==> config.mk <==
export PLATFORM = sky130hd
export DESIGN_NAME = lcd_serial_link_framer_top
export DESIGN_NICKNAME = d
export VERILOG_FILES = /design/src/hw/rtl/lcdf_pkg.sv /design/src/hw/rtl/lcdf_ram.sv /design/src/hw/rtl/lcd_serial_link_framer_top.sv
export SDC_FILE = /design/constraint.sdc
export NUM_CORES = 1
export LEC_CHECK = 0
export ABC_CLOCK_PERIOD_IN_PS = 4100
export BUFFER_PORTS_ARGS = -buffer_cell sky130_fd_sc_hd__clkbuf_2
export CAP_MARGIN = 20
export CORE_ASPECT_RATIO = 1.75
export CORE_MARGIN = 2
export CORE_UTILIZATION = 40
export DETAILED_ROUTE_END_ITERATION = 8
export MAX_ROUTING_LAYER = met4
export PLACE_DENSITY = 0.62
export SYNTH_ARGS = -nofsm -noshare
export SYNTH_HDL_FRONTEND = slang
export SYNTH_SLANG_ARGS = --single-unit
export TNS_END_PERCENT = 5
==> constraint.sdc <==
create_clock -name clk -period 4.1 [get_ports clk]
set_input_delay 0.82 -clock clk [delete_from_list [all_inputs] [get_ports clk]]
set_output_delay 0.82 -clock clk [all_outputs]
set_load 0.01 [all_outputs]
==> src/hw/rtl/lcdf_pkg.sv <==
`default_nettype none
// ----------------------------------------------------------------------------
// lcdf_pkg
// Shared constants for the two-line display link framer.
// ----------------------------------------------------------------------------
package lcdf_pkg;

  localparam int LINE_CHARS = 16;
  localparam int STORE_DEPTH = 2 * LINE_CHARS;
  localparam int ADDR_W = $clog2(STORE_DEPTH);
  localparam int FRAME_LEN = LINE_CHARS + 6;
  localparam int IDX_W = $clog2(FRAME_LEN);

  // frame byte positions
  localparam int POS_CTRL = 4;
  localparam int POS_TEXT = 5;
  localparam int POS_CHK = LINE_CHARS + 5;

  localparam logic [7:0] HDR0 = 8'hAA;
  localparam logic [7:0] HDR1 = 8'h55;
  localparam logic [7:0] TX_HDR2 = 8'h1E;
  localparam logic [7:0] TX_HDR3 = 8'h12;
  localparam logic [7:0] RX_HDR2 = 8'h16;
  localparam logic [7:0] SPACE = 8'h20;
  localparam logic [8:0] CHK_BASE = 9'h100;

  localparam int RX_KEEP = 6;
  localparam int RX_SAT = 16;
  localparam int RX_CNT_W = 5;
  localparam int RX_IDX_W = $clog2(RX_KEEP);

  localparam logic [1:0] MODE_WRITE = 2'd0;
  localparam logic [1:0] MODE_SEND = 2'd1;
  localparam logic [1:0] MODE_RECV = 2'd2;

  localparam logic KIND_FRAME = 1'b0;
  localparam logic KIND_BUTTON = 1'b1;

endpackage
`default_nettype wire

==> src/hw/rtl/lcdf_ram.sv <==
`default_nettype none
// ----------------------------------------------------------------------------
// lcdf_ram
// Generic simple dual-port RAM, one write port, one read port with
// registered read data that holds when read enable is low.
// ----------------------------------------------------------------------------
module lcdf_ram #(
  parameter int WIDTH = 8,
  parameter int DEPTH = 32
) (
  input  wire logic                     clk,
  input  wire logic                     we,
  input  wire logic [$clog2(DEPTH)-1:0] waddr,
  input  wire logic [WIDTH-1:0]         wdata,
  input  wire logic                     re,
  input  wire logic [$clog2(DEPTH)-1:0] raddr,
  output logic      [WIDTH-1:0]         rdata
);

  logic [WIDTH-1:0] mem [DEPTH];

  always_ff @(posedge clk) begin
    if (we) begin
      mem[waddr] <= wdata;
    end
    if (re) begin
      rdata <= mem[raddr];
    end
  end

endmodule
`default_nettype wire

==> src/hw/rtl/lcd_serial_link_framer_top.sv <==
`default_nettype none
// ----------------------------------------------------------------------------
// lcd_serial_link_framer_top
// Two-line character display link framer: line stores, frame builder and
// button message receiver.
// ----------------------------------------------------------------------------
// A send item (mode 1) emits LINE_CHARS+6 frame bytes, one per cycle when
// out_ready stays high; the rate is set by the single read port of the line
// store, read one character ahead of the byte being emitted, and by the one
// 8-bit adder that accumulates the checksum byte by byte. The last byte of a
// valid six-byte button message also sends the block through a state that
// posts the button result. The line store is cleared at reset through
// per-entry valid bits, so no clearing pass is needed. Input is not taken
// while a frame or button result is in progress.
// ----------------------------------------------------------------------------
module lcd_serial_link_framer_top (
  input  wire logic       clk,
  input  wire logic       rst,
  input  wire logic       cfg_we,
  input  wire logic       cfg_wdata,
  input  wire logic       in_valid,
  output logic            in_ready,
  input  wire logic [1:0] mode,
  input  wire logic       line_sel,
  input  wire logic [3:0] column,
  input  wire logic [7:0] char_code,
  input  wire logic [7:0] rx_data,
  input  wire logic       rx_end,
  output logic            out_valid,
  input  wire logic       out_ready,
  output logic            kind,
  output logic      [7:0] frame_data,
  output logic            last,
  output logic      [7:0] button_bits
);

  localparam logic [1:0] ST_IDLE = 2'd0;
  localparam logic [1:0] ST_SEND = 2'd1;
  localparam logic [1:0] ST_BTN = 2'd2;

  logic [1:0] state, state_next;
  logic       backlight_on;
  logic       in_fire, slot_free, load;

  // frame sequencer
  logic [lcdf_pkg::IDX_W-1:0]  idx;
  logic                        line_q;
  logic [7:0]                  sum;
  logic                        ended;
  logic [7:0]                  byte_sel;
  logic [7:0]                  chr;
  logic                        ended_now;
  logic                        is_text, is_summed, is_last_byte, do_read;

  // line store
  logic [lcdf_pkg::STORE_DEPTH-1:0] vld_bits;
  logic                             vld_q;
  logic                             st_we;
  logic [lcdf_pkg::ADDR_W-1:0]      st_waddr, st_raddr;
  logic [7:0]                       st_rdata;

  // receiver
  logic [7:0]                     rx_store [lcdf_pkg::RX_KEEP];
  logic [lcdf_pkg::RX_CNT_W-1:0]  rx_count;
  logic [7:0]                     button_state;
  logic                           rx_match;

  assign in_ready  = (state == ST_IDLE);
  assign in_fire   = in_valid && in_ready;
  assign slot_free = !out_valid || out_ready;

  always_ff @(posedge clk) begin
    if (rst) begin
      backlight_on <= 1'b0;
    end else if (cfg_we) begin
      backlight_on <= cfg_wdata;
    end
  end

  // ---- line store ----
  assign st_we = in_fire && (mode == lcdf_pkg::MODE_WRITE) &&
                 (32'(column) < lcdf_pkg::LINE_CHARS);
  assign st_waddr = lcdf_pkg::ADDR_W'(int'(line_sel) * lcdf_pkg::LINE_CHARS + int'(column));

  assign is_text      = (int'(idx) >= lcdf_pkg::POS_TEXT) && (int'(idx) < lcdf_pkg::POS_CHK);
  assign is_summed    = (int'(idx) >= lcdf_pkg::POS_CTRL) && (int'(idx) < lcdf_pkg::POS_CHK);
  assign is_last_byte = (int'(idx) == lcdf_pkg::POS_CHK);
  // fetch character k while emitting byte POS_CTRL+k
  assign do_read  = (state == ST_SEND) && slot_free &&
                    (int'(idx) >= lcdf_pkg::POS_CTRL) &&
                    (int'(idx) < lcdf_pkg::POS_CTRL + lcdf_pkg::LINE_CHARS);
  assign st_raddr = lcdf_pkg::ADDR_W'(int'(line_q) * lcdf_pkg::LINE_CHARS +
                                      int'(idx) - lcdf_pkg::POS_CTRL);

  lcdf_ram #(
    .WIDTH(8),
    .DEPTH(lcdf_pkg::STORE_DEPTH)
  ) u_store (
    .clk  (clk),
    .we   (st_we),
    .waddr(st_waddr),
    .wdata(char_code),
    .re   (do_read),
    .raddr(st_raddr),
    .rdata(st_rdata)
  );

  always_ff @(posedge clk) begin
    if (rst) begin
      vld_bits <= '0;
    end else if (st_we) begin
      vld_bits[st_waddr] <= 1'b1;
    end
  end

  always_ff @(posedge clk) begin
    if (do_read) begin
      vld_q <= vld_bits[st_raddr];
    end
  end

  // ---- frame byte select ----
  assign chr       = vld_q ? st_rdata : 8'h00;
  assign ended_now = ended || (chr == 8'h00);

  always_comb begin
    priority if (int'(idx) == 0) begin
      byte_sel = lcdf_pkg::HDR0;
    end else if (int'(idx) == 1) begin
      byte_sel = lcdf_pkg::HDR1;
    end else if (int'(idx) == 2) begin
      byte_sel = lcdf_pkg::TX_HDR2;
    end else if (int'(idx) == 3) begin
      byte_sel = lcdf_pkg::TX_HDR3;
    end else if (int'(idx) == lcdf_pkg::POS_CTRL) begin
      byte_sel = {6'b0, backlight_on, line_q};
    end else if (is_text) begin
      byte_sel = ended_now ? lcdf_pkg::SPACE : chr;
    end else begin
      byte_sel = 8'(lcdf_pkg::CHK_BASE - {1'b0, sum});
    end
  end

  // ---- receiver check: current byte completes a six-byte burst ----
  assign rx_match = (int'(rx_count) == lcdf_pkg::RX_KEEP - 1) && rx_end &&
                    (rx_store[0] == lcdf_pkg::HDR0) && (rx_store[1] == lcdf_pkg::HDR1) &&
                    (rx_store[2] == lcdf_pkg::RX_HDR2) && (8'(rx_store[4] + rx_data) == 8'h00);

  always_ff @(posedge clk) begin
    if (in_fire && (mode == lcdf_pkg::MODE_RECV) &&
        (int'(rx_count) < lcdf_pkg::RX_KEEP)) begin
      rx_store[rx_count[lcdf_pkg::RX_IDX_W-1:0]] <= rx_data;
    end
  end

  always_ff @(posedge clk) begin
    if (rst) begin
      rx_count     <= '0;
      button_state <= 8'h00;
    end else if (in_fire && (mode == lcdf_pkg::MODE_RECV)) begin
      if (rx_end) begin
        rx_count <= '0;
      end else if (int'(rx_count) < lcdf_pkg::RX_SAT) begin
        rx_count <= rx_count + 1'b1;
      end
      if (rx_match) begin
        button_state <= rx_store[4];
      end
    end
  end

  // ---- sequencer ----
  assign load = (state == ST_SEND || state == ST_BTN) && slot_free;

  always_comb begin
    state_next = state;
    unique case (state)
      ST_IDLE: begin
        if (in_fire && (mode == lcdf_pkg::MODE_SEND)) begin
          state_next = ST_SEND;
        end else if (in_fire && (mode == lcdf_pkg::MODE_RECV) && rx_match) begin
          state_next = ST_BTN;
        end
      end
      ST_SEND: begin
        if (slot_free && is_last_byte) begin
          state_next = ST_IDLE;
        end
      end
      ST_BTN: begin
        if (slot_free) begin
          state_next = ST_IDLE;
        end
      end
      default: state_next = ST_IDLE;
    endcase
  end

  always_ff @(posedge clk) begin
    if (rst) begin
      state <= ST_IDLE;
    end else begin
      state <= state_next;
    end
  end

  always_ff @(posedge clk) begin
    if (in_fire && (mode == lcdf_pkg::MODE_SEND)) begin
      idx    <= '0;
      sum    <= 8'h00;
      ended  <= 1'b0;
      line_q <= line_sel;
    end else if ((state == ST_SEND) && slot_free) begin
      idx <= idx + 1'b1;
      if (is_summed) begin
        sum <= sum + byte_sel;
      end
      if (is_text) begin
        ended <= ended_now;
      end
    end
  end

  // ---- output register ----
  always_ff @(posedge clk) begin
    if (rst) begin
      out_valid <= 1'b0;
    end else if (load) begin
      out_valid <= 1'b1;
    end else if (out_ready) begin
      out_valid <= 1'b0;
    end
  end

  always_ff @(posedge clk) begin
    if (load) begin
      if (state == ST_BTN) begin
        kind        <= lcdf_pkg::KIND_BUTTON;
        frame_data  <= 8'h00;
        last        <= 1'b1;
        button_bits <= button_state;
      end else begin
        kind        <= lcdf_pkg::KIND_FRAME;
        frame_data  <= byte_sel;
        last        <= is_last_byte;
        button_bits <= 8'h00;
      end
    end
  end

`ifndef SYNTHESIS
  a_btn_shape: assert property (@(posedge clk) disable iff (rst)
    (out_valid && (kind == lcdf_pkg::KIND_BUTTON)) |-> (last && (frame_data == 8'h00)))
    else $error("button result malformed");

  a_idx_range: assert property (@(posedge clk) disable iff (rst)
    (state == ST_SEND) |-> (int'(idx) <= lcdf_pkg::POS_CHK))
    else $error("frame index out of range");

  a_last_idle: assert property (@(posedge clk) disable iff (rst)
    (load && (state == ST_SEND) && is_last_byte) |=> (state == ST_IDLE))
    else $error("sequencer did not return to idle after last byte");
`endif

endmodule
`default_nettype wire

==> results.toml <==
[cts]
path_clk_slew_ns = 0.06
cts_setup_buffers = 0
cts_resized = 0
h-tree-depth = 2
cts.sinks = 379
cts_tree = "yes"
insertion_delay_ns = 0.54
numCtsBuffers = 35
cts-root-buf = "clkbuf_16"
hold_buffers = 0
cts_buffer_depth = 3

[place]
port_buffers = 49
dp_hpwl_mm = 25.2
dp_cells = 1621
gp_congestion = 0.876

[floorplanning]
core_area_sq_mm = 0.0392
die_w_um = 155
num_io_pins = 50
start_util_pct = 40.6
rows = 96
dieHeight_um = 268
die_area_sq_mm = 0.0414

[final_layout]
antennaDiodeCount = 0
regArea_sq_mm = 0.0108
nets = 1229
final_cell_mix = "edfxtp_1, nor2_1, mux2i_1"
multi_input_area_sq_mm = 0.00488
final_cells = 1685
fill_cells = 3421
final_common_cell = "edfxtp_1"
drive_gt1_share_pct = 16.5
syn2layout_area_growth_pct = 13.7

[sta]
max_slew.worst_pin.slew_ns = 0.911
finalHoldViolCount = 0
max_slew_margin_pct = 39.3
max_freq_mhz = 265
slew_violations = 0
fin_tns_setup_ns = 0
setup_viol = 0
timing.hold.ws_ns = 0.468
clock_skew_ns = 0.0131
period_share_pct = 92.0
grt_setup_unrepaired = "no"
fin_crit_ns = 3.77

[logic_synthesis]
synth_area_sq_mm = 0.0159
seq_area_frac_synth_pct = 67.7
async_reset_ff_share_pct = 0
ys_warn_count = 0
yosys.area.top_type_share_pct = 59.7
synth-edff-count = 316
syn-num-nets = 1142
synth_cell_types = 65
ys_top_cells_by_area = "edfxtp_1, dfxtp_1, mux4_2"
yosys_register_bits = 379
yosys.area.top_type = "edfxtp_1"
synthCells = 1082
avgSynthCellArea_sq_um = 14.7
synth-main-ff-cell = "edfxtp_1"

[grt]
grt_pass1_wl_mm = 56.1
grt-ovfl-total = 0
antenna_found_initial = 0
grt_pass1_vias = 9622
grt_usage_pct = 18.6
grt_max_degree = 60

[power_and_ir_drop]
power.leakage_uw = 0.00604
seq_power_share_pct = 42.2
p_comb_share_pct = 27.4
clock_power_share_pct = 30.5
power_density_mw_per_mm2 = 576
power.internal_uw = 7280
irDropWorstVdd_mv = 0.313
swShare_pct = 30.1
p_switching_uw = 3130

[route]
drc = 0
routed_wl_mm = 36.6
viasPerCell = 5.54
initialDrtViolationCount = 825
wire_per_inst_um = 21.7
ant_nets = 0
dr.pass1.iters = 5
vias = 9340

[worst_setup_path]
path_max_fanout = 9
crit_type = "register to register"
start_kind = "register"
required_ns = 4.52
cp_top_family = "compound AO/OA/AOI/OAI gates"
cp_slowest_stage_delay_ns = 0.50
crit_chain = "inv_1 -> ha_1 -> a2111oi_4 -> nor2_1 -> a31oi_1 -> o211ai_1 -> and3_1 -> ha_1 -> fa_1 -> a21o_1 -> a21oi_1 -> o21bai_1 -> a21oi_1 -> nor3b_1 -> nor3_1"
critPathSlowestCell = "dfxtp_1"
cp-end-kind = "register"
cp.arrival_ns = 4.20
critPathBufInv = 1

[run]
cap_viol_max_count = 0

[outcome]
status = "complete, no violations"

[hold_path]
hold_path.class = "register to register"
power groups by stage:
stage	clock network, uW	logic [uW]	registers [uW]
3_5_place_dp	0	2840	4470
5_1_grt	3370	3080	4400
2_1_floorplan	0	2070	4440
6_report	3170	2850	4390
4_1_cts	3240	2850	4390
3_3_place_gp	0	2830	4470
cells by family (layout without fill, tap and decap cells):
kind of cell,Yosys count,after routing,synth area share (%)
flip-flops,379,379,67.7
AND/OR/NAND/NOR,285,285,9.13
AO/OA/AOI/OAI,187,187,7.80
multiplexers,112,112,10.1
buffers and inverters,69,182,1.72
adder cells (fa/ha/maj),30,30,2.46
XOR/XNOR,20,20,1.10
per-stage QoR:
stage                     util (%)  power (uW)  setup WS, ns  cell area [sq um]
after floorplan                  -        6510         0.433              15900
after global placement        43.2        7290         0.197              16900
after detailed placement      43.2        7310        0.0742              16900
after CTS                     46.0       10500        0.0549              18000
after global routing          46.1       10800        0.0568              18100
final                         46.1       10400         0.328              18100
cell type report:
type / instances / share of cell area (%)
Tap cell: 490 / 3.39
Timing Repair Buffer: 96 / 3.42
Sequential cell: 379 / 59.5
Clock buffer: 47 / 5.26
Clock inverter: 16 / 0.852
Multi-Input combinational cell: 634 / 27.0
Inverter: 23 / 0.478
Yosys cell counts, drive strengths merged (10+ instances only):
library cell  count
buf              17
and2             11
nand2b           14
mux4             39
o21ai            26
o221ai           35
xnor2            18
nor3             21
nor2            117
a21oi            57
o22ai            17
mux2i            72
edfxtp          316
clkbuf           29
nor4             10
nand2            39
nand4            18
inv              21
ha               28
o21a             12
dfxtp            63
state kept, by name, indices dropped and copies added (netlist names):
register,flops
u_store.mem,256
sum,8
ended,1
backlight_on,1
vld_bits,32
last,1
vld_q,1
out_valid,1
state,2
button_bits,8
frame_data,8
rx_count,5
rx_store,32
line_q,1
idx,5
u_store.rdata,8
button_state,8
kind,1
worst paths after layout:
kind | cells after the start | slack (ns) | end | startpoint
worst max-delay path | 15 | 0.33 | sum[6] | idx[3]
worst min-delay path | 1 | 0.47 | vld_bits[2] | vld_bits[2]
worst max register to register | 15 | 0.33 | sum[6] | idx[3]
worst min register to register | 1 | 0.47 | vld_bits[2] | vld_bits[2]
per-layer routing:
metal | track usage, % | vias to the layer above | part of all wire, %
li1 | - | 4388 | -
met1 | 18.7 | 4682 | 37
met2 | 35.8 | 204 | 56
met3 | 2.07 | 66 | 3.0
met4 | 8.18 | 0 | 4.3
met5 | - | - | 0
Power figures use the tool's default switching activity.
